===== src/sv/casu_pkg.sv =====
// Shared types and constants for the contrast autofocus sweep unit.
// No dependencies; imported by casu_core and the top level.
package casu_pkg;

	localparam int CFG_IDX_W     = 3;
	localparam int COARSE_W      = 10;
	localparam int FINE_STRIDE_W = 8;
	localparam int FINE_COUNT_W  = 7;
	localparam int SETTLE_W      = 4;
	localparam int RECHECK_W     = 8;
	localparam int DROP_W        = 7;
	localparam int AGE_W         = 8;

	localparam int POS_LOWEST_RST  = 0;
	localparam int POS_HIGHEST_RST = 1023;
	localparam int COARSE_RST      = 64;
	localparam int FINE_STRIDE_RST = 8;
	localparam int FINE_COUNT_RST  = 8;
	localparam int SETTLE_RST      = 3;
	localparam int RECHECK_RST     = 30;
	localparam int DROP_RST        = 70;

	typedef enum logic [CFG_IDX_W-1:0] {
		REG_POS_LOWEST     = 3'd0,
		REG_POS_HIGHEST    = 3'd1,
		REG_COARSE_STRIDE  = 3'd2,
		REG_FINE_STRIDE    = 3'd3,
		REG_FINE_COUNT     = 3'd4,
		REG_SETTLE_WAIT    = 3'd5,
		REG_RECHECK_PERIOD = 3'd6,
		REG_DROP_PERCENT   = 3'd7
	} cfg_reg_t;

	typedef enum logic [1:0] {
		ST_OFF      = 2'd0,
		ST_OVERRIDE = 2'd1,
		ST_LOCKED   = 2'd2,
		ST_SEARCH   = 2'd3
	} af_status_t;

endpackage


===== src/sv/casu_if.sv =====
// Channel interfaces of the contrast autofocus sweep unit: item input,
// result output and configuration write. No dependencies.
interface casu_in_if #(parameter int POS_BITS = 10, parameter int SHARP_BITS = 32);
	logic                  valid;
	logic                  ready;
	logic                  af_enable;
	logic                  manual_hold;
	logic                  stat_new;
	logic [SHARP_BITS-1:0] sharpness;
	logic [POS_BITS-1:0]   lens_now;

	modport source(output valid, af_enable, manual_hold, stat_new, sharpness, lens_now,
		input ready);
	modport sink(input valid, af_enable, manual_hold, stat_new, sharpness, lens_now,
		output ready);
endinterface

interface casu_out_if #(parameter int POS_BITS = 10, parameter int SHARP_BITS = 32);
	logic                  valid;
	logic                  ready;
	logic [POS_BITS-1:0]   lens_target;
	logic                  lens_move;
	logic [1:0]            af_status;
	logic [SHARP_BITS-1:0] shown_sharpness;

	modport source(output valid, lens_target, lens_move, af_status, shown_sharpness,
		input ready);
	modport sink(input valid, lens_target, lens_move, af_status, shown_sharpness,
		output ready);
endinterface

interface casu_cfg_if #(parameter int IDX_W = 3, parameter int DATA_W = 10);
	logic              valid;
	logic              ready;
	logic [IDX_W-1:0]  index;
	logic [DATA_W-1:0] data;

	modport source(output valid, index, data, input ready);
	modport sink(input valid, index, data, output ready);
endinterface


===== src/sv/casu_out_buf.sv =====
// Two-entry result buffer that decouples the sweep core from the result sink.
// Depends on nothing but its parameter.
module casu_out_buf #(
	parameter int W = 45
) (
	input  logic         clk,
	input  logic         arst_n,
	input  logic         push,
	input  logic [W-1:0] push_data,
	output logic         push_ready,
	output logic         out_valid,
	input  logic         out_ready,
	output logic [W-1:0] out_data
);
	localparam int DEPTH = 2;
	localparam int CNT_W = $clog2(DEPTH + 1);

	logic [W-1:0]     mem_q [DEPTH];
	logic             wr_q;
	logic             rd_q;
	logic [CNT_W-1:0] cnt_q;
	logic             pop;

	assign push_ready = (cnt_q != CNT_W'(DEPTH));
	assign out_valid  = (cnt_q != '0);
	assign out_data   = mem_q[rd_q];
	assign pop        = out_valid & out_ready;

	// data entries need no reset; the count guards them
	always_ff @(posedge clk) begin
		if (push && push_ready)
			mem_q[wr_q] <= push_data;
	end

	always_ff @(posedge clk or negedge arst_n) begin
		if (!arst_n) begin
			wr_q  <= 1'b0;
			rd_q  <= 1'b0;
			cnt_q <= '0;
		end else begin
			if (push && push_ready)
				wr_q <= ~wr_q;
			if (pop)
				rd_q <= ~rd_q;
			if ((push && push_ready) && !pop)
				cnt_q <= cnt_q + CNT_W'(1);
			else if (!(push && push_ready) && pop)
				cnt_q <= cnt_q - CNT_W'(1);
		end
	end
endmodule


===== src/sv/casu_core.sv =====
// Sweep core, using casu_pkg and the channel interfaces: configuration and input
// registers and autofocus state update, one item per cycle unless stalled.
module casu_core
	import casu_pkg::*;
#(
	parameter int POS_BITS   = 10,
	parameter int SHARP_BITS = 32
) (
	input  logic                  clk,
	input  logic                  arst_n,
	casu_in_if.sink               item_in,
	casu_cfg_if.sink              cfg,
	output logic                  res_push,
	input  logic                  buf_ready,
	output logic [POS_BITS-1:0]   res_target,
	output logic                  res_move,
	output af_status_t            res_status,
	output logic [SHARP_BITS-1:0] res_shown
);
	localparam int NP_W   = ((POS_BITS > COARSE_W) ? POS_BITS : COARSE_W) + 1;
	localparam int HALF_W = FINE_STRIDE_W + FINE_COUNT_W - 1;
	localparam int LOW_W  = ((POS_BITS > HALF_W) ? POS_BITS : HALF_W) + 1;
	localparam int SPAN_W = FINE_STRIDE_W + FINE_COUNT_W;
	localparam int END_W  = ((POS_BITS > SPAN_W) ? POS_BITS : SPAN_W) + 1;
	localparam int PROD_W = SHARP_BITS + DROP_W;

	typedef enum logic [2:0] {
		M_IDLE, M_COARSE, M_FINE, M_LOCKED, M_OVERRIDE
	} mode_t;

	// configuration
	logic [POS_BITS-1:0]      pos_lowest_q, pos_highest_q;
	logic [COARSE_W-1:0]      coarse_stride_q;
	logic [FINE_STRIDE_W-1:0] fine_stride_q;
	logic [FINE_COUNT_W-1:0]  fine_count_q;
	logic [SETTLE_W-1:0]      settle_wait_q;
	logic [RECHECK_W-1:0]     recheck_q;
	logic [DROP_W-1:0]        drop_q;

	// input register
	logic                  v_s1;
	logic                  en_s1, hold_s1, stat_s1;
	logic [SHARP_BITS-1:0] sharp_s1;
	logic [POS_BITS-1:0]   lens_s1;
	logic [PROD_W-1:0]     x100_s1;

	// sweep state
	mode_t                 mode_q, mode_n;
	logic                  en_seen_q, en_seen_n;
	logic [SETTLE_W-1:0]   settle_q, settle_n;
	logic [SHARP_BITS-1:0] best_sharp_q, best_sharp_n;
	logic [POS_BITS-1:0]   best_lens_q, best_lens_n;
	logic [POS_BITS-1:0]   fine_start_q, fine_start_n;
	logic [SHARP_BITS-1:0] lock_sharp_q, lock_sharp_n;
	logic [PROD_W-1:0]     lock_prod_q;
	logic [AGE_W-1:0]      lock_age_q, lock_age_n, age_inc;
	logic [SHARP_BITS-1:0] last_q, last_n;

	logic                  adv, stat_v, go, lock_load, cfg_drop;
	logic [POS_BITS-1:0]   next_pos, ws_cur;
	logic [HALF_W-1:0]     half;
	logic [SPAN_W-1:0]     span;
	logic [NP_W-1:0]       np_c, np_f;
	logic [END_W-1:0]      fine_end;
	logic [SHARP_BITS:0]   sharp_inc;
	logic [PROD_W-1:0]     x100_in, mul_a, mul_b, mul_p;

	function automatic logic [POS_BITS-1:0] clamp_pos(
		input logic [POS_BITS-1:0] p,
		input logic [POS_BITS-1:0] lo,
		input logic [POS_BITS-1:0] hi
	);
		logic [POS_BITS-1:0] r;
		r = (p < lo) ? lo : p;
		return (r > hi) ? hi : r;
	endfunction

	// window start, never below the low limit
	function automatic logic [POS_BITS-1:0] window_start(
		input logic [POS_BITS-1:0] centre,
		input logic [HALF_W-1:0]   hw,
		input logic [POS_BITS-1:0] lo
	);
		if (LOW_W'(centre) >= LOW_W'(hw) + LOW_W'(lo))
			return POS_BITS'(LOW_W'(centre) - LOW_W'(hw));
		return lo;
	endfunction

	assign adv           = v_s1 & buf_ready;
	assign item_in.ready = ~v_s1 | adv;
	assign cfg.ready     = 1'b1;
	assign cfg_drop      = cfg.valid && (cfg_reg_t'(cfg.index) == REG_DROP_PERCENT);

	// 100 * (sharpness + 1), compared against lock_sharp * drop_percent
	assign sharp_inc = {1'b0, item_in.sharpness} + (SHARP_BITS + 1)'(1);
	assign x100_in   = (PROD_W'(sharp_inc) << 6) + (PROD_W'(sharp_inc) << 5)
		+ (PROD_W'(sharp_inc) << 2);

	assign half     = HALF_W'(fine_stride_q) * HALF_W'(fine_count_q >> 1);
	assign span     = SPAN_W'(fine_stride_q) * SPAN_W'(fine_count_q);
	assign fine_end = END_W'(fine_start_q) + END_W'(span);
	assign np_c     = NP_W'(lens_s1) + NP_W'(coarse_stride_q);
	assign np_f     = NP_W'(lens_s1) + NP_W'(fine_stride_q);
	assign ws_cur   = window_start(lens_s1, half, pos_lowest_q);
	assign age_inc  = (lock_age_q == '1) ? lock_age_q : lock_age_q + AGE_W'(1);

	// one multiplier, shared by the lock transition and a drop_percent write
	assign mul_a = adv ? PROD_W'(best_sharp_n) : PROD_W'(lock_sharp_q);
	assign mul_b = adv ? PROD_W'(drop_q) : PROD_W'(cfg.data[DROP_W-1:0]);
	assign mul_p = mul_a * mul_b;

	always_comb begin
		mode_n       = mode_q;
		en_seen_n    = en_seen_q;
		settle_n     = settle_q;
		best_sharp_n = best_sharp_q;
		best_lens_n  = best_lens_q;
		fine_start_n = fine_start_q;
		lock_sharp_n = lock_sharp_q;
		lock_age_n   = lock_age_q;
		last_n       = last_q;
		lock_load    = 1'b0;
		stat_v       = stat_s1;
		go           = 1'b0;
		next_pos     = lens_s1;
		res_target   = clamp_pos(lens_s1, pos_lowest_q, pos_highest_q);
		res_move     = 1'b0;

		if (en_s1 != en_seen_q) begin
			en_seen_n = en_s1;
			if (en_s1) begin
				mode_n       = M_COARSE;
				best_sharp_n = '0;
				best_lens_n  = '0;
				settle_n     = settle_wait_q;
				stat_v       = 1'b0;
			end else begin
				mode_n = M_IDLE;
			end
		end

		if (!en_s1) begin
			mode_n = M_IDLE;
		end else if (hold_s1) begin
			mode_n = M_OVERRIDE;
		end else if (mode_n == M_OVERRIDE) begin
			mode_n       = M_FINE;
			best_sharp_n = '0;
			best_lens_n  = lens_s1;
			fine_start_n = ws_cur;
			settle_n     = settle_wait_q;
			res_target   = clamp_pos(ws_cur, pos_lowest_q, pos_highest_q);
			res_move     = 1'b1;
		end else if (stat_v) begin
			if (settle_n != '0) begin
				settle_n = settle_n - SETTLE_W'(1);
			end else begin
				last_n = sharp_s1;
				if (sharp_s1 > best_sharp_n) begin
					best_sharp_n = sharp_s1;
					best_lens_n  = lens_s1;
				end
				case (mode_n)
					M_COARSE: begin
						go = 1'b1;
						if (np_c > NP_W'(pos_highest_q)) begin
							// fine window around the coarse peak just updated above
							fine_start_n = window_start(best_lens_n, half, pos_lowest_q);
							next_pos     = fine_start_n;
							mode_n       = M_FINE;
							best_sharp_n = '0;
							best_lens_n  = fine_start_n;
						end else begin
							next_pos = POS_BITS'(np_c);
						end
					end
					M_FINE: begin
						go = 1'b1;
						if (END_W'(np_f) > fine_end || np_f > NP_W'(pos_highest_q)) begin
							next_pos     = best_lens_n;
							mode_n       = M_LOCKED;
							lock_sharp_n = best_sharp_n;
							lock_load    = 1'b1;
							lock_age_n   = '0;
						end else begin
							next_pos = POS_BITS'(np_f);
						end
					end
					M_LOCKED: begin
						lock_age_n = age_inc;
						if (age_inc >= recheck_q) begin
							if (x100_s1 <= lock_prod_q) begin
								mode_n       = M_COARSE;
								best_sharp_n = '0;
								best_lens_n  = lens_s1;
								settle_n     = '0;
							end else begin
								lock_age_n = '0;
							end
						end
					end
					default: ;
				endcase
				if (go && next_pos != lens_s1) begin
					res_target = clamp_pos(next_pos, pos_lowest_q, pos_highest_q);
					res_move   = 1'b1;
					settle_n   = settle_wait_q;
				end
			end
		end

		if (!en_s1)
			res_status = ST_OFF;
		else if (hold_s1)
			res_status = ST_OVERRIDE;
		else if (mode_n == M_LOCKED)
			res_status = ST_LOCKED;
		else if (mode_n == M_IDLE)
			res_status = ST_OFF;
		else
			res_status = ST_SEARCH;
	end

	assign res_push  = adv;
	assign res_shown = last_n;

	always_ff @(posedge clk or negedge arst_n) begin
		if (!arst_n) begin
			pos_lowest_q    <= POS_BITS'(POS_LOWEST_RST);
			pos_highest_q   <= POS_BITS'(POS_HIGHEST_RST);
			coarse_stride_q <= COARSE_W'(COARSE_RST);
			fine_stride_q   <= FINE_STRIDE_W'(FINE_STRIDE_RST);
			fine_count_q    <= FINE_COUNT_W'(FINE_COUNT_RST);
			settle_wait_q   <= SETTLE_W'(SETTLE_RST);
			recheck_q       <= RECHECK_W'(RECHECK_RST);
			drop_q          <= DROP_W'(DROP_RST);
			v_s1            <= 1'b0;
			en_s1           <= 1'b0;
			hold_s1         <= 1'b0;
			stat_s1         <= 1'b0;
			sharp_s1        <= '0;
			lens_s1         <= '0;
			x100_s1         <= '0;
			mode_q          <= M_IDLE;
			en_seen_q       <= 1'b0;
			settle_q        <= '0;
			best_sharp_q    <= '0;
			best_lens_q     <= '0;
			fine_start_q    <= '0;
			lock_sharp_q    <= '0;
			lock_prod_q     <= '0;
			lock_age_q      <= '0;
			last_q          <= '0;
		end else begin
			if (cfg.valid) begin
				unique case (cfg_reg_t'(cfg.index))
					REG_POS_LOWEST:     pos_lowest_q    <= cfg.data[POS_BITS-1:0];
					REG_POS_HIGHEST:    pos_highest_q   <= cfg.data[POS_BITS-1:0];
					REG_COARSE_STRIDE:  coarse_stride_q <= cfg.data[COARSE_W-1:0];
					REG_FINE_STRIDE:    fine_stride_q   <= cfg.data[FINE_STRIDE_W-1:0];
					REG_FINE_COUNT:     fine_count_q    <= cfg.data[FINE_COUNT_W-1:0];
					REG_SETTLE_WAIT:    settle_wait_q   <= cfg.data[SETTLE_W-1:0];
					REG_RECHECK_PERIOD: recheck_q       <= cfg.data[RECHECK_W-1:0];
					REG_DROP_PERCENT:   drop_q          <= cfg.data[DROP_W-1:0];
					default: ;
				endcase
			end

			if (item_in.valid && item_in.ready) begin
				v_s1     <= 1'b1;
				en_s1    <= item_in.af_enable;
				hold_s1  <= item_in.manual_hold;
				stat_s1  <= item_in.stat_new;
				sharp_s1 <= item_in.sharpness;
				lens_s1  <= item_in.lens_now;
				x100_s1  <= x100_in;
			end else if (adv) begin
				v_s1 <= 1'b0;
			end

			if (adv) begin
				mode_q       <= mode_n;
				en_seen_q    <= en_seen_n;
				settle_q     <= settle_n;
				best_sharp_q <= best_sharp_n;
				best_lens_q  <= best_lens_n;
				fine_start_q <= fine_start_n;
				lock_sharp_q <= lock_sharp_n;
				lock_age_q   <= lock_age_n;
				last_q       <= last_n;
				if (lock_load)
					lock_prod_q <= mul_p;
			end else if (cfg_drop) begin
				// keep the drift threshold product in step with drop_percent
				lock_prod_q <= mul_p;
			end
		end
	end
endmodule


===== src/sv/contrast_autofocus_sweep_unit.sv =====
// Top level of the contrast autofocus sweep unit.
// Uses casu_pkg, the channel interfaces, casu_core and casu_out_buf.

// Takes one item per clock and gives exactly one result per item. An accepted
// item sits in the input register while its whole state update is worked out;
// when the output buffer has room, the result enters the two-entry output
// buffer, which presents results in order until each is taken. Items flow
// back to back as long as results are taken; the input stalls only while both
// buffer entries are full. Configuration writes are accepted on every cycle
// and must be made while no item is in flight; the drift threshold (locked
// sharpness times drop_percent) is kept as a stored product that is refreshed
// on lock and on a drop_percent write. Reset returns all limits and strides
// to their defaults and the search to off.
module contrast_autofocus_sweep_unit
	import casu_pkg::*;
#(
	parameter int POS_BITS   = 10,
	parameter int SHARP_BITS = 32
) (
	input  logic       clk,
	input  logic       arst_n,
	casu_in_if.sink    item_in,
	casu_out_if.source result_out,
	casu_cfg_if.sink   cfg
);
	localparam int RES_W = POS_BITS + 1 + 2 + SHARP_BITS;

	logic                  res_push;
	logic                  buf_ready;
	logic [POS_BITS-1:0]   res_target;
	logic                  res_move;
	af_status_t            res_status;
	logic [SHARP_BITS-1:0] res_shown;
	logic [RES_W-1:0]      buf_out;

	casu_core #(
		.POS_BITS   (POS_BITS),
		.SHARP_BITS (SHARP_BITS)
	) u_core (
		.clk        (clk),
		.arst_n     (arst_n),
		.item_in    (item_in),
		.cfg        (cfg),
		.res_push   (res_push),
		.buf_ready  (buf_ready),
		.res_target (res_target),
		.res_move   (res_move),
		.res_status (res_status),
		.res_shown  (res_shown)
	);

	casu_out_buf #(
		.W (RES_W)
	) u_out_buf (
		.clk        (clk),
		.arst_n     (arst_n),
		.push       (res_push),
		.push_data  ({res_target, res_move, res_status, res_shown}),
		.push_ready (buf_ready),
		.out_valid  (result_out.valid),
		.out_ready  (result_out.ready),
		.out_data   (buf_out)
	);

	assign result_out.lens_target     = buf_out[RES_W-1 -: POS_BITS];
	assign result_out.lens_move       = buf_out[SHARP_BITS+2];
	assign result_out.af_status       = buf_out[SHARP_BITS+1 -: 2];
	assign result_out.shown_sharpness = buf_out[SHARP_BITS-1:0];

	// a lens command only comes out of an active search or lock
	a_move_needs_search: assert property (@(posedge clk) disable iff (!arst_n)
		(result_out.valid && result_out.lens_move) |->
			(result_out.af_status == ST_SEARCH || result_out.af_status == ST_LOCKED))
		else $error("lens move with status off or override");

	// input stalls only because the output buffer is full
	a_stall_cause: assert property (@(posedge clk) disable iff (!arst_n)
		!item_in.ready |-> !buf_ready)
		else $error("input stalled while output buffer has room");

	// a pushed result is visible on the next cycle
	a_push_shows: assert property (@(posedge clk) disable iff (!arst_n)
		res_push |=> result_out.valid)
		else $error("pushed result not presented");
endmodule

===== src/flat_wrapper.sv =====
// flat-port wrapper written by rule: the top's interface ports become plain ports
module contrast_autofocus_sweep_unit_flat import casu_pkg::*;
#(
	parameter int POS_BITS   = 10,
	parameter int SHARP_BITS = 32
)
  (clk, arst_n, item_in_valid, item_in_af_enable, item_in_manual_hold, item_in_stat_new, item_in_sharpness, item_in_lens_now, item_in_ready, result_out_valid, result_out_lens_target, result_out_lens_move, result_out_af_status, result_out_shown_sharpness, result_out_ready, cfg_valid, cfg_index, cfg_data, cfg_ready);
  casu_in_if #(.POS_BITS(POS_BITS), .SHARP_BITS(SHARP_BITS)) item_in_i ();
  casu_out_if #(.POS_BITS(POS_BITS), .SHARP_BITS(SHARP_BITS)) result_out_i ();
  casu_cfg_if cfg_i ();
  input  logic clk;
  input  logic arst_n;
  input wire logic [$bits(item_in_i.valid)-1:0] item_in_valid;
  input wire logic [$bits(item_in_i.af_enable)-1:0] item_in_af_enable;
  input wire logic [$bits(item_in_i.manual_hold)-1:0] item_in_manual_hold;
  input wire logic [$bits(item_in_i.stat_new)-1:0] item_in_stat_new;
  input wire logic [$bits(item_in_i.sharpness)-1:0] item_in_sharpness;
  input wire logic [$bits(item_in_i.lens_now)-1:0] item_in_lens_now;
  output wire logic [$bits(item_in_i.ready)-1:0] item_in_ready;
  output wire logic [$bits(result_out_i.valid)-1:0] result_out_valid;
  output wire logic [$bits(result_out_i.lens_target)-1:0] result_out_lens_target;
  output wire logic [$bits(result_out_i.lens_move)-1:0] result_out_lens_move;
  output wire logic [$bits(result_out_i.af_status)-1:0] result_out_af_status;
  output wire logic [$bits(result_out_i.shown_sharpness)-1:0] result_out_shown_sharpness;
  input wire logic [$bits(result_out_i.ready)-1:0] result_out_ready;
  input wire logic [$bits(cfg_i.valid)-1:0] cfg_valid;
  input wire logic [$bits(cfg_i.index)-1:0] cfg_index;
  input wire logic [$bits(cfg_i.data)-1:0] cfg_data;
  output wire logic [$bits(cfg_i.ready)-1:0] cfg_ready;
  assign item_in_i.valid = item_in_valid;
  assign item_in_i.af_enable = item_in_af_enable;
  assign item_in_i.manual_hold = item_in_manual_hold;
  assign item_in_i.stat_new = item_in_stat_new;
  assign item_in_i.sharpness = item_in_sharpness;
  assign item_in_i.lens_now = item_in_lens_now;
  assign item_in_ready = item_in_i.ready;
  assign result_out_valid = result_out_i.valid;
  assign result_out_lens_target = result_out_i.lens_target;
  assign result_out_lens_move = result_out_i.lens_move;
  assign result_out_af_status = result_out_i.af_status;
  assign result_out_shown_sharpness = result_out_i.shown_sharpness;
  assign result_out_i.ready = result_out_ready;
  assign cfg_i.valid = cfg_valid;
  assign cfg_i.index = cfg_index;
  assign cfg_i.data = cfg_data;
  assign cfg_ready = cfg_i.ready;
  contrast_autofocus_sweep_unit #(.POS_BITS(POS_BITS), .SHARP_BITS(SHARP_BITS)) u_core (.clk(clk), .arst_n(arst_n), .item_in(item_in_i), .result_out(result_out_i), .cfg(cfg_i));
endmodule

===== config.mk =====
export PLATFORM = sky130hd
export DESIGN_NAME = contrast_autofocus_sweep_unit_flat
export DESIGN_NICKNAME = d
export VERILOG_FILES = /design/src/sv/casu_pkg.sv /design/src/sv/casu_if.sv /design/src/sv/casu_out_buf.sv /design/src/sv/casu_core.sv /design/src/sv/contrast_autofocus_sweep_unit.sv /design/src/flat_wrapper.sv
export SDC_FILE = /design/constraint.sdc
export NUM_CORES = 2
export LEC_CHECK = 0
export BUFFER_PORTS_ARGS = -buffer_cell sky130_fd_sc_hd__clkbuf_2
export CAP_MARGIN = 10
export CORE_ASPECT_RATIO = 1.2
export CORE_MARGIN = 4
export CORE_UTILIZATION = 35
export DETAILED_ROUTE_END_ITERATION = 10
export MAX_ROUTING_LAYER = met4
export PLACE_DENSITY_LB_ADDON = 0.1
export SLEW_MARGIN = 20
export SYNTH_ARGS = -nofsm -noshare
export SYNTH_HDL_FRONTEND = slang
export SYNTH_SLANG_ARGS = --single-unit

===== constraint.sdc =====
create_clock -name clk -period 10.7 [get_ports clk]
set_input_delay 1.605 -clock clk [delete_from_list [all_inputs] [get_ports clk]]
set_output_delay 1.605 -clock clk [all_outputs]
set_load 0.02 [all_outputs]

# Word-level counts from Yosys, hierarchy flattened
# Memory sizes are Yosys's and may differ from the RTL's.
# Cells that the tools add are included.
totals:
  regBits: 324
  ram_bits: 90
  input_bits: 63
  output_inout_bits: 48
  word_cells: 257
  n_memories: 1
classes:
  n_addsub: 13
  mul: 3
  magnitude_cmp: 14
  n_eq_ne: 19
  muxes: 136
  bitwise_logic: 9
  reduce_logical: 34
mem_list:
  columns: ["name", "depth", "width", "read_ports", "rd_clocked_by_memory_dff", "write_ports", "line", "text"]
  rows:
  - ["u_core.u_out_buf.mem_q", 2, 45, 1, 0, 1, "casu_out_buf.sv:18", "logic [W-1:0] mem_q [DEPTH];"]
op_table:
  columns: ["cell", "count"]
  rows:
  - ["$mux 32", 17]
  - ["$mux 10", 44]
  - ["$mux 39", 3]
  - ["$pmux 32 s2", 1]
  - ["$mux 4", 11]
  - ["$pmux 10 s2", 2]
  - ["$add 39x35->39", 1]
  - ["$add 39x38->39", 1]
  - ["$le 39x39->1", 1]
  - ["$mul 32x7->39", 1]
  - ["$mux 1", 35]
  - ["$add 32x1->33 const B", 1]
  - ["$gt 32x32->1", 1]
  - ["$mux 8", 4]
  - ["$ge 10x15->1", 2]
  - ["$gt 10x10->1", 3]
  - ["$lt 10x10->1", 3]
  - ["$mux 3", 10]
  - ["$gt 11x10->1", 2]
  - ["$reduce_and 2->1", 10]
  - ["$sub 10x10->10", 2]
  - ["$add 10x15->16", 1]
  - ["$gt 11x16->1", 1]
  - ["$pmux 8 s2", 1]
  - ["33 further kinds", 70]

# Depth between registers and ports, before layout
depth:
  word_depth: 36
  ltp_mapped: 51
  ltp_nobuf: 47

# By module
# Synthesis repeated with hierarchy kept, for this count alone.
unflattened:
  hier_cells: 4089
  hier_area_um2: 38105.3
by_module_without_submodules:
  columns: ["module", "n_inst", "cells_per_inst", "area_per_inst_um2", "seq_area_each_um2"]
  rows:
  - ["casu_core", 1, 3931, 34464.3, 7985.2]
  - ["casu_out_buf", 1, 158, 3641.0, 2802.7]

# Least setup slack after synthesis
# OpenSTA, ideal clock, no wires.
synth_timing:
  path_type: "register to register"
  from: "register u_core.u_core.fine_stride_q[1]"
  to: "memory u_core.u_out_buf.mem_q[0][40], data pin"
  setup_ps: 275
  arrival_time_ps: 10473
  required_ps: 10425
  slack_ps: -49
  stages_incl_launch_ff: 50
  path_buffers: 4
  synth_period_minus_slack_ps: 10749
  path_cell_list: "dfrtp_1 > nand2_1 > fa_1 > inv_1 > fa_1 > inv_1 > fa_1 > inv_1 > fa_1 > ha_1 > a21o_1 > o21bai_1 > a21o_1 > a21oi_1 > xor2_1 > ha_1 > a21o_1 > a21oi_1 > [... 14 more ...] > a21oi_1 > clkbuf_1 > mux2_2 > ha_1 > nor2b_1 > o21a_1 > o21a_1 > o21a_1 > o21a_1 > o21a_1 > o21a_1 > o21a_1 > o21a_1 > o21ai_0 > clkbuf_1 > mux2_2 > nor3_1 > a211oi_1"
synth_via:
  elab_chain_cells: 29
  word_cells_on_any_way: 49
  cone_classes: "5 x add/sub; 2 x mul; 8 x order compare; 1 x eq/ne; 31 x mux; 2 x reduce/logical"
synth_lines:
  columns: ["item", "line", "text"]
  rows:
  - ["from (decl)", "casu_core.sv:34", "logic [FINE_STRIDE_W-1:0] fine_stride_q;"]
  - ["from (signal assigned)", "casu_core.sv:232", "fine_stride_q <= FINE_STRIDE_W'(FINE_STRIDE_RST);"]
  - ["from (signal assigned)", "casu_core.sv:260", "REG_FINE_STRIDE: fine_stride_q <= cfg.data[FINE_STRIDE_W-1:0];"]
  - ["$mul 8x6->14", "casu_core.sv:99", "assign half = HALF_W'(fine_stride_q) * HALF_W'(fine_count_q >> 1);"]
  - ["$add 14x10->15", "casu_core.sv:84", "if (LOW_W'(centre) >= LOW_W'(hw) + LOW_W'(lo))"]
  - ["$ge 10x15->1", "casu_core.sv:84", null]
  - ["$mux 1", "casu_core.sv:84", null]
  - ["$mux 1", "casu_core.sv:166", "if (np_c > NP_W'(pos_highest_q)) begin"]
  - ["$mux 1", "casu_core.sv:163", "case (mode_n)"]
  - ["$mux 1", "casu_core.sv:155", "if (settle_n != '0) begin"]
  - ["$mux 1", "casu_core.sv:154", "end else if (stat_v) begin"]
  - ["[... 14 more ...]", null, null]
  - ["$mux 10", "casu_core.sv:75", "return (r > hi) ? hi : r;"]
  - ["$mux 10", "casu_core.sv:204", "if (go && next_pos != lens_s1) begin"]
  - ["$mux 10", "casu_core.sv:155", null]
  - ["$mux 10", "casu_core.sv:154", null]
  - ["$mux 10 *", "casu_core.sv:146", "end else if (mode_n == M_OVERRIDE) begin"]
  - ["$mux 10 *", "casu_core.sv:144", "end else if (hold_s1) begin"]
  - ["$mux 10 *", "casu_core.sv:142", "if (!en_s1) begin"]
  - ["via u_core.res_target[5]", "contrast_autofocus_sweep_unit.sv:30", "logic [POS_BITS-1:0] res_target;"]
  - ["to (decl)", "casu_out_buf.sv:18", null]
# The timed path passes the listed nets; every way through them passes the cells marked *. The select of a mux whose other input is x is not followed.

# Worst setup path after layout
layout_timing:
  from: "register u_core.u_core.en_seen_q"
  to: "memory u_core.u_out_buf.mem_q[0][44], data pin"
layout_via:
  elab_chain_cells: 36
  word_cells_on_any_way: 56
  cone_classes: "1 x add/sub; 4 x order compare; 5 x eq/ne; 43 x mux; 3 x reduce/logical"
layout_lines:
  columns: ["item", "line", "text"]
  rows:
  - ["from (decl)", "casu_core.sv:49", "logic en_seen_q, en_seen_n;"]
  - ["from (signal assigned)", "casu_core.sv:283", "en_seen_q <= en_seen_n;"]
  - ["$ne 1x1->1 *", "casu_core.sv:129", "if (en_s1 != en_seen_q) begin"]
  - ["$mux 32", "casu_core.sv:129", null]
  - ["$gt 32x32->1", "casu_core.sv:159", "if (sharp_s1 > best_sharp_n) begin"]
  - ["$mux 10", "casu_core.sv:159", null]
  - ["$mux 10", "casu_core.sv:155", null]
  - ["$mux 10", "casu_core.sv:154", null]
  - ["$mux 10", "casu_core.sv:146", null]
  - ["$mux 10", "casu_core.sv:144", null]
  - ["[... 21 more ...]", null, null]
  - ["$mux 10", "casu_core.sv:75", null]
  - ["$mux 10", "casu_core.sv:204", null]
  - ["$mux 10", "casu_core.sv:155", null]
  - ["$mux 10", "casu_core.sv:154", null]
  - ["$mux 10 *", "casu_core.sv:146", null]
  - ["$mux 10 *", "casu_core.sv:144", null]
  - ["$mux 10 *", "casu_core.sv:142", null]
  - ["via u_core.res_target[9]", "contrast_autofocus_sweep_unit.sv:30", null]
# Marks and branches as above.

==> results.ini <==
[run_status]
status = finished clean

[synth]
ys_types = 96
synth_seq_cells = 412
yosysWarningCount = 0
avgSynthCellArea_um2 = 9.04
syn_area_mm2 = 0.0389
ys_seq_area_share_pct = 27.7
synthArstFlopShare_pct = 78.2
synth.largest_area_cell = dfrtp_1
synthTopCellsByArea = dfrtp_1 (19%), ha_1 (12%), fa_1 (12%)
netlist.area_leader.share_pct = 19.3
syn_nets = 4974
ys.flop_type = dfrtp_1
synthCells = 4306
synth-edff-count = 90

[critical_path]
reg2reg_slack_ns = 0.50
arrival_ns = 10.56
endpoint_kind = flop
crit_slowest_cell = o31ai_1
critPathMaxStageDelay_ns = 0.91
start_kind = flop
crit_required_ns = 11.07
path_class = flop to flop
critPathMaxFanout = 11
crit_top_cell = o21a_1

[timing]
fmax_ghz = 0.0981
setup_viol = 0
finalSetupTns_ns = 0
worst_pin_slew_ns = 1.18
period_share_pct = 95.3
clock_skew_ns = 0.0130
rsz0062_at_grt = false
hold_viol = 0
final_max_slew_viol_count = 0
setup_ws_ns = 0.504
fin_hold_ws_ns = 0.475
slew_headroom_pct = 20.6
fin_crit_ns = 10.20

[placed_design]
pre_cts_slack_ns = 0.00792
gp_congestion = 0.965
dp_hpwl_um = 113000
port_buffers = 109

[grt]
grt_usage_pct = 24.8
grtUsageMet2_pct = 43.5
antenna_found_initial = 11
busiest_layer = met2
first_global_vias = 33083
grt_max_degree = 100
use_met3_pct = 2.40
grt_pass1_wl_um = 214000
met1_usage_pct = 28.8
grt-ovfl-total = 0

[layout]
final_common_cell = nand2_1
num-fill-cells = 11161
drive_gt1_share_pct = 16.6
seq_area_mm2 = 0.0108
synthToLayoutAreaGrowth_pct = 15.1
mostFrequentLayoutCells = nand2_1 (544), inv_1 (409), nor2_1 (373), ha_1 (371), dfrtp_1 (298)
fin_nets = 5235
multiInputGateArea_mm2 = 0.0264

[clocking]
cts_buffer_depth = 3
clk_latency_ns = 0.63
cts_tree = yes
cts_buffers = 51
cts-root-buf = clkbuf_16
clk_pin_slew_ns = 0.06
cts.sinks = 412
htreeDepth = 2

[drt]
wirelength_um = 142000
vias_per_cell = 5.31
drtAntennaViolNets = 0
first_pass_iters = 6
dr.first_iter.drc_count = 1875
post_drt_wl_per_cell_um = 23.3
route.vias.total = 32345
drcViolationCount = 0

[floorplan]
die-area_mm2 = 0.117
start_util_pct = 35.4
fp.dieW_um = 312
die-height_um = 373
fp.coreArea_mm2 = 0.110
rows = 133
io_pins = 111

[min_path]
hold_class = flop to flop

[job]
maxCapViolCount = 0

timing repair:
action / CTS / global route
endpoints found under the setup margin: 8 / 25
gates cloned: 0 / 1
pin swaps: 0 / 30
gates resized for setup: 1 / 70
buffers inserted: 0 / 12
hold buffers: 0 / 0
logic make-up (layout without fill, tap and decap cells):
family / Yosys count / count (layout) / synth area share, %
multiplexers: 271 / 271 / 7.59
AND/OR/NAND/NOR: 1401 / 1401 / 16.4
AO/OA/AOI/OAI: 899 / 899 / 15.4
buffers and inverters: 561 / 863 / 5.47
adder cells (fa/ha/maj): 606 / 606 / 23.9
other: 1 / 3 / 0.00964
XOR/XNOR: 155 / 155 / 3.49
flip-flops: 412 / 412 / 27.7
sequential cells by signal, indices dropped and copies added (netlist names), 10 cells and up:
signal                         count
u_core.u_core.best_lens_q         10
u_core.u_core.best_sharp_q        32
u_core.u_core.coarse_stride_q     10
u_core.u_core.fine_start_q        10
u_core.u_core.last_q              32
u_core.u_core.lens_s1             10
u_core.u_core.lock_prod_q         39
u_core.u_core.lock_sharp_q        32
u_core.u_core.pos_highest_q       10
u_core.u_core.pos_lowest_q        10
u_core.u_core.sharp_s1            32
u_core.u_core.x100_s1             37
u_core.u_out_buf.mem_q            90
path summary, 6_finish.rpt:
check	cells past startpoint	from	to
worst max register to register	45	u_core.u_core.en_seen_q$_DFFE_PN0P_	u_core.u_out_buf.mem_q[0][44]$_DFFE_PP_
max in group asynchronous	3	arst_n	u_core.u_out_buf.rd_q$_DFFE_PN0P_
worst min-delay path	2	u_core.u_core.best_lens_q[6]$_DFFE_PN0P_	u_core.u_core.best_lens_q[6]$_DFFE_PN0P_
worst max-delay path	45	u_core.u_core.en_seen_q$_DFFE_PN0P_	u_core.u_out_buf.mem_q[0][44]$_DFFE_PP_
worst min register to register	2	u_core.u_core.best_lens_q[6]$_DFFE_PN0P_	u_core.u_core.best_lens_q[6]$_DFFE_PN0P_
min in group asynchronous	1	arst_n	u_core.u_core.last_q[22]$_DFFE_PN0P_
worst max-delay path: cells and delay by family, from the launching register on:
family,cells,cell delay (ns)
compound gates,25,5.25
simple gates,9,1.83
fa+ha+maj,4,1.03
mux,2,0.68
buf+inv,5,0.67
flops,1,0.48
cell usage after synthesis, types with 46 or more instances:
cell type / instances
mux2_2: 189
a211oi_1: 54
o21a_1: 71
fa_1: 230
inv_1: 409
nor3_1: 61
xor2_1: 67
a21o_1: 88
and2_1: 108
nor2_1: 376
a21oi_1: 197
edfxtp_1: 90
mux2i_1: 81
clkbuf_1: 132
nand2_1: 549
nand4_1: 46
o21ai_0: 227
nand3_1: 77
xnor2_1: 88
ha_1: 375
dfrtp_1: 300
metal layers:
metal | routed length (um) | up-vias
li1 | - | 15453
met1 | 57600 | 15958
met2 | 72300 | 687
met3 | 4750 | 247
met4 | 7210 | 0
met5 | 0 | -
metrics by stage:
step,cells,utilization (%),instance area [um2]
5_1_grt,6094,40.7,44800
3_5_place_dp,5985,38.8,42700
2_1_floorplan,4306,-,38900
4_1_cts,6079,40.3,44400
6_report,6095,40.7,44800
3_3_place_gp,5985,38.8,42700
cell type report:
type | count | area share [%]
Tap cell | 1485 | 4.15
Antenna cell | 2 | 0.0112
Clock inverter | 21 | 0.464
Timing Repair Buffer | 356 | 5.62
Sequential cell | 412 | 24.1
Clock buffer | 73 | 3.26
Multi-Input combinational cell | 3333 | 58.9
Inverter | 413 | 3.47
Power is not shown: default switching activity piles up to over one toggle a cycle in this logic, so the estimate is an artifact.
